`src/hw/rtl/gbfs_pkg.sv`:
```
// Shared types and codes for the graph breadth-first search block.
`timescale 1ns / 1ps
package gbfs_pkg;

    typedef enum logic [1:0] {
        MODE_CLEAR  = 2'd0,
        MODE_ADD    = 2'd1,
        MODE_SEARCH = 2'd2,
        MODE_SPARE  = 2'd3
    } t_mode;

    typedef enum logic [1:0] {
        ST_OK    = 2'd0,
        ST_FULL  = 2'd1,
        ST_RANGE = 2'd2
    } t_status;

    typedef enum logic [1:0] {
        ACT_EMIT   = 2'd0,
        ACT_CLEAR  = 2'd1,
        ACT_ADD    = 2'd2,
        ACT_SEARCH = 2'd3
    } t_act;

    typedef struct packed {
        t_act    act;
        t_status status;
    } t_check;

    typedef enum logic [3:0] {
        S_IDLE,
        S_ADD_RA,
        S_ADD_WA,
        S_ADD_RB,
        S_ADD_WB,
        S_EMIT,
        S_POP,
        S_HEAD,
        S_LINK,
        S_EDGE,
        S_VEMIT
    } t_state;

    localparam int VERTEX_W  = 6;
    localparam int VCOUNT_W  = 7;
    localparam logic [VCOUNT_W-1:0] VCOUNT_RESET = 7'd64;

endpackage

```
`src/hw/rtl/gbfs_check.sv`:
```
// Item decode: range and edge store capacity checks, chooses the action.
`timescale 1ns / 1ps
module gbfs_check #(
    parameter int VERTICES   = 64,
    parameter int EDGE_SLOTS = 512,
    parameter int LW         = 10
) (
    input  logic [gbfs_pkg::VCOUNT_W-1:0] i_vertex_count,
    input  gbfs_pkg::t_mode               i_mode,
    input  logic [gbfs_pkg::VERTEX_W-1:0] i_first_vertex,
    input  logic [gbfs_pkg::VERTEX_W-1:0] i_second_vertex,
    input  logic [LW-1:0]                 i_used,
    output gbfs_pkg::t_check              o_check
);
    import gbfs_pkg::*;

    localparam logic [VCOUNT_W-1:0] VMAX  = VCOUNT_W'(VERTICES);
    localparam logic [LW:0]         SLOTS = (LW+1)'(EDGE_SLOTS);

    logic [VCOUNT_W-1:0] n_active;
    logic                bad_a;
    logic                bad_b;
    logic                full;

    assign n_active = (i_vertex_count > VMAX) ? VMAX : i_vertex_count;
    assign bad_a    = {1'b0, i_first_vertex} >= n_active;
    assign bad_b    = {1'b0, i_second_vertex} >= n_active;
    assign full     = ({1'b0, i_used} + (LW+1)'(2)) > SLOTS;

    always_comb begin
        o_check.act    = ACT_EMIT;
        o_check.status = ST_OK;
        unique case (i_mode)
            MODE_CLEAR: begin
                o_check.act = ACT_CLEAR;
            end
            MODE_ADD: begin
                if (bad_a || bad_b) begin
                    o_check.status = ST_RANGE;
                end else if (full) begin
                    o_check.status = ST_FULL;
                end else begin
                    o_check.act = ACT_ADD;
                end
            end
            MODE_SEARCH: begin
                if (bad_a) begin
                    o_check.status = ST_RANGE;
                end else begin
                    o_check.act = ACT_SEARCH;
                end
            end
            default: begin
                o_check.act = ACT_EMIT;
            end
        endcase
    end

endmodule

```
`config.mk`:
```
export PLATFORM = sky130hd
export DESIGN_NAME = gbfs_check
export DESIGN_NICKNAME = d
export VERILOG_FILES = /design/src/hw/rtl/gbfs_pkg.sv /design/src/hw/rtl/gbfs_check.sv
export SDC_FILE = /design/constraint.sdc
export NUM_CORES = 1
export LEC_CHECK = 0
export BUFFER_PORTS_ARGS = -buffer_cell sky130_fd_sc_hd__buf_2
export CAP_MARGIN = 20
export CORE_MARGIN = 4
export CORE_UTILIZATION = 40
export DETAILED_ROUTE_END_ITERATION = 8
export GPL_TIMING_DRIVEN = 1
export PLACE_DENSITY_LB_ADDON = 0.15
export SLEW_MARGIN = 5
export SYNTH_ARGS = -nofsm -noshare
export SYNTH_HDL_FRONTEND = slang
export SYNTH_SLANG_ARGS = --single-unit
export TNS_END_PERCENT = 10
```
`constraint.sdc`:
```
create_clock -name vclk -period 4.7
set_clock_uncertainty 0.15 [all_clocks]
set_input_delay 0.47 -clock vclk [all_inputs]
set_output_delay 0.47 -clock vclk [all_outputs]
set_load 0.05 [all_outputs]
```
### After elaboration in Yosys (flattened, before gate mapping)

Index checks and enable logic that the tools add are counted.

| word-level totals | value |
|---|---|
| flip-flop bits (word level) | 0 |

| operators by class | value |
|---|---|
| $add $sub $neg | 1 |
| order comparisons | 4 |
| equal/unequal tests | 2 |
| muxes and demuxes | 9 |
| reductions and logical operators | 2 |

Operator list:

| cell | number |
|---|---|
| greater-or-equal comparator 6 x 7 -> 1 bit | 2 |
| adder 10 x 2 -> 11 bit, second input constant | 1 |
| greater-than comparator 11 x 10 -> 1 bit, second input constant | 1 |
| two-way mux 2 bit | 5 |
| greater-than comparator 7 bit, second input constant | 1 |
| two-way mux 7 bit | 1 |
| one-hot mux 2 bit (3 select lines) | 1 |
| one-hot mux 2 bit (2 select lines) | 1 |
| == test 2 x 1 -> 1 bit, second input constant | 1 |
| == test 2 bit, second input constant | 1 |
| zero test 2 bit | 1 |
| logical OR 1 bit | 1 |
| two-way mux 1 bit | 1 |

### Depth between registers and ports, before layout

| logic depth | value |
|---|---|
| depth in word-level cells | 6 |
| mapped depth | 8 |

### Worst setup path before layout

OpenSTA, ideal clock, no wires.

| timing | value |
|---|---|
| path kind | input-to-output |
| from | input i_vertex_count[6] in the netlist's numbering |
| to | output o_check[2] in the netlist's numbering |
| arrival | 2395 ps |
| required time | 4080 ps |
| setup slack | 1685 ps |
| stages | 8 |
| path buffers | 1 |
| cells stage by stage | clkbuf_1 -> nor2b_1 -> ha_1 -> nand2b_1 -> a211o_1 -> a21oi_1 -> a21oi_1 -> nor2_1 |

RTL lines:

| what | RTL line | text |
|---|---|---|
| start: declaration | gbfs_check.sv:8 | `input logic [gbfs_pkg::VCOUNT_W-1:0] i_vertex_count,` |
| end: declaration | gbfs_check.sv:13 | `output gbfs_pkg::t_check o_check` |

==> results by group <==
Outcome
  • Outcome: complete, no violations

Power
  • Int Power: 0.00002980 W
  • LEAKAGE: 0.4055 nW
  • Comb pwr share: 1.000
  • Flop pwr share: 0
  • Clock network fraction of design power: 0
  • Psw: 0.00003562 W
  • P per Cell Area: 88.17 nW/µm²
  • Switch share: 0.5445
  • VDD IR-drop max: 0.00003632 V

Yosys
  • Post-synthesis cell count: 77
  • Post-Synthesis Net Count: 125
  • Synthesized area per cell: 7.166 µm²
  • Unique masters post-synth: 27
  • Synth Cell Area: 551.8 µm²
  • Warnings from Yosys: 0
  • Sequential fraction of the synthesis area: 0
  • Most common library cells after synthesis: ha_1, nand2b_1, a21oi_1, inv_1
  • Most numerous cell in the Yosys netlist: ha_1
  • Synth area leaders: ha_1, nand2b_1, a21oi_1
  • Share of the synthesized area in the top cell type: 0.3855
  • Biggest area consumer among synthesized cells: ha_1

Routing
  • Vias per Instance: 5.040
  • DRT antenna net count: 0
  • Drt pass-1 iters: 4
  • DR iter-0 viols: 2
  • WL final: 1215 µm
  • DRC viols: 0
  • Via count: 635
  • WL per Instance: 9.643 µm

Min path
  • Hold WC Path Type: input pin to output port
  • Hold path start: i_mode[1]

Setup path
  • Critical Path Source: i_vertex_count[6]
  • Slowest stage delay, CP: 0.32 ns
  • Startpoint types: input pin
  • CP max stage cell: a211o_1
  • Critical path class: input pin to output port
  • Required time of the critical path: 4.08 ns
  • WP buf/inv: 2
  • CP Cell Sequence: buf_2, nor2b_1, ha_1, nand2b_1, a211o_1, a21oi_1, and3_1, a41o_1, buf_2
  • Crit Path Max Fanout: 11
  • WP data arrival: 2.27 ns
  • CP most frequent cell: buf_2
  • CP endpoint kind: output port
  • Cell family with most CP delay: compound AO/OA/AOI/OAI gates

Global routing
  • First-pass GRT wire length: 1959 µm
  • Vias in the first global route: 531
  • Initial antenna violation count: 0
  • Total track usage: 0.1181
  • Grt ovf: 0
  • Largest net degree at the start of global routing: 12

Clock tree
  • Post-CTS Hold Buffers: 0
  • PostCTS Resize Cnt: 0
  • Post-CTS setup buffer count: 0

Timing
  • Final setup violation count: 0
  • Unrepaired setup endpoints after global routing: no
  • Tcrit/Tclk final: 0.6160
  • Min cycle time layout: 2.895 ns
  • Worst slew margin: 0.7952
  • Pins Over Slew Limit: 0
  • Final hold viol count: 0
  • Sum Neg Setup Slack: 0 ns
  • Worst slew pin tran: 0.3044 ns
  • Peak Freq: 345.4 MHz

Die
  • Die ar.: 2038 µm²
  • Row Count: 13
  • Core Footprint: 1301 µm²
  • Die Wd: 45.14 µm
  • Chip height: 45.14 µm
  • Starting density of the core: 0.4240
  • Num ports: 35

Cells and area
  • Clkbuf count: 0
  • Area Growth Syn to Fin: 34.47%
  • Multi-input gate area: 525.5 µm²
  • Reg area: 0 µm²
  • Fin area: 742.0 µm²
  • ANT cells: 0
  • Fraction of layout cells with a size suffix above 1: 0.3153
  • Seq_cells: 0
  • Nets: 161
  • Fillcell total: 139

Placed design
  • Placed inst area: 742.0 µm²
  • HPWL after DPL: 1141 µm
  • Buffers on Ports: 35
  • GPL Wtd Cong: 0.7517

Flow run
  • Max Cap Violations: 0
[power by group through the flow]
stage | clock network, W | registers, W | logic (W)
floorplan | 0 | 0 | 0.0000429
global placement | 0 | 0 | 0.0000655
detailed placement | 0 | 0 | 0.0000663
CTS | 0 | 0 | 0.0000667
global route | 0 | 0 | 0.0000756
finish | 0 | 0 | 0.0000654
[logic make-up (layout without fill, tap and decap cells)]
kind of cell / count (synthesis) / after routing / synth area share
mux: 1 / 1 / 0.01814
fa+ha+maj: 17 / 17 / 0.3855
compound gates: 21 / 21 / 0.2404
simple gates: 31 / 31 / 0.3084
buf+inv: 7 / 41 / 0.04761
[final timing paths]
kind,endpoint,depth (start not counted)
hold / removal,o_check[2],4
setup / recovery,o_check[3],9
[cells in the final DEF, fill, tap and decap left out]
master	netlist	routed
o21a_1	2	2
o21ai_0	5	5
a41o_1	1	1
o22ai_1	2	2
and3b_1	1	1
nor3_1	2	2
nor2_1	5	5
buf_2	0	35
nand3_1	1	1
or3_1	1	1
ha_1	17	17
a21oi_1	6	6
nor4_1	2	2
a211o_1	1	1
a21boi_0	1	1
nor2b_1	2	2
and4_1	1	1
nand2b_1	8	8
o2111ai_1	1	1
inv_1	6	6
and3_1	1	1
nand4_1	1	1
a211oi_1	1	1
o21bai_1	1	1
mux2i_1	1	1
and2_1	1	1
nand2_1	5	5
[metal layers]
metal	GRT usage	part of all wire	vias up
li1	-	-	353
met1	0.1553	0.45	264
met2	0.2232	0.47	18
met3	0.003984	0.080	0
met4	0	0	0
met5	0	0	-
[through the flow]
step,setup slack (ns),power [W],std cells,hold slack (ns),utilization
finish,1.805,0.00006542,126,1.291,0.5702
CTS,1.755,0.00006673,126,1.297,0.5702
global route,1.636,0.00007557,126,1.311,0.5702
global placement,1.777,0.00006545,126,1.289,0.5702
floorplan,1.685,0.00004287,77,1.120,-
detailed placement,1.756,0.00006635,126,1.296,0.5702
[final cells by class]
type	count	share of cell area
well taps	15	0.02530
inverters	6	0.03035
repair buffers	35	0.2361
multi-input cells	70	0.7083
Power figures use the tool's default switching activity.
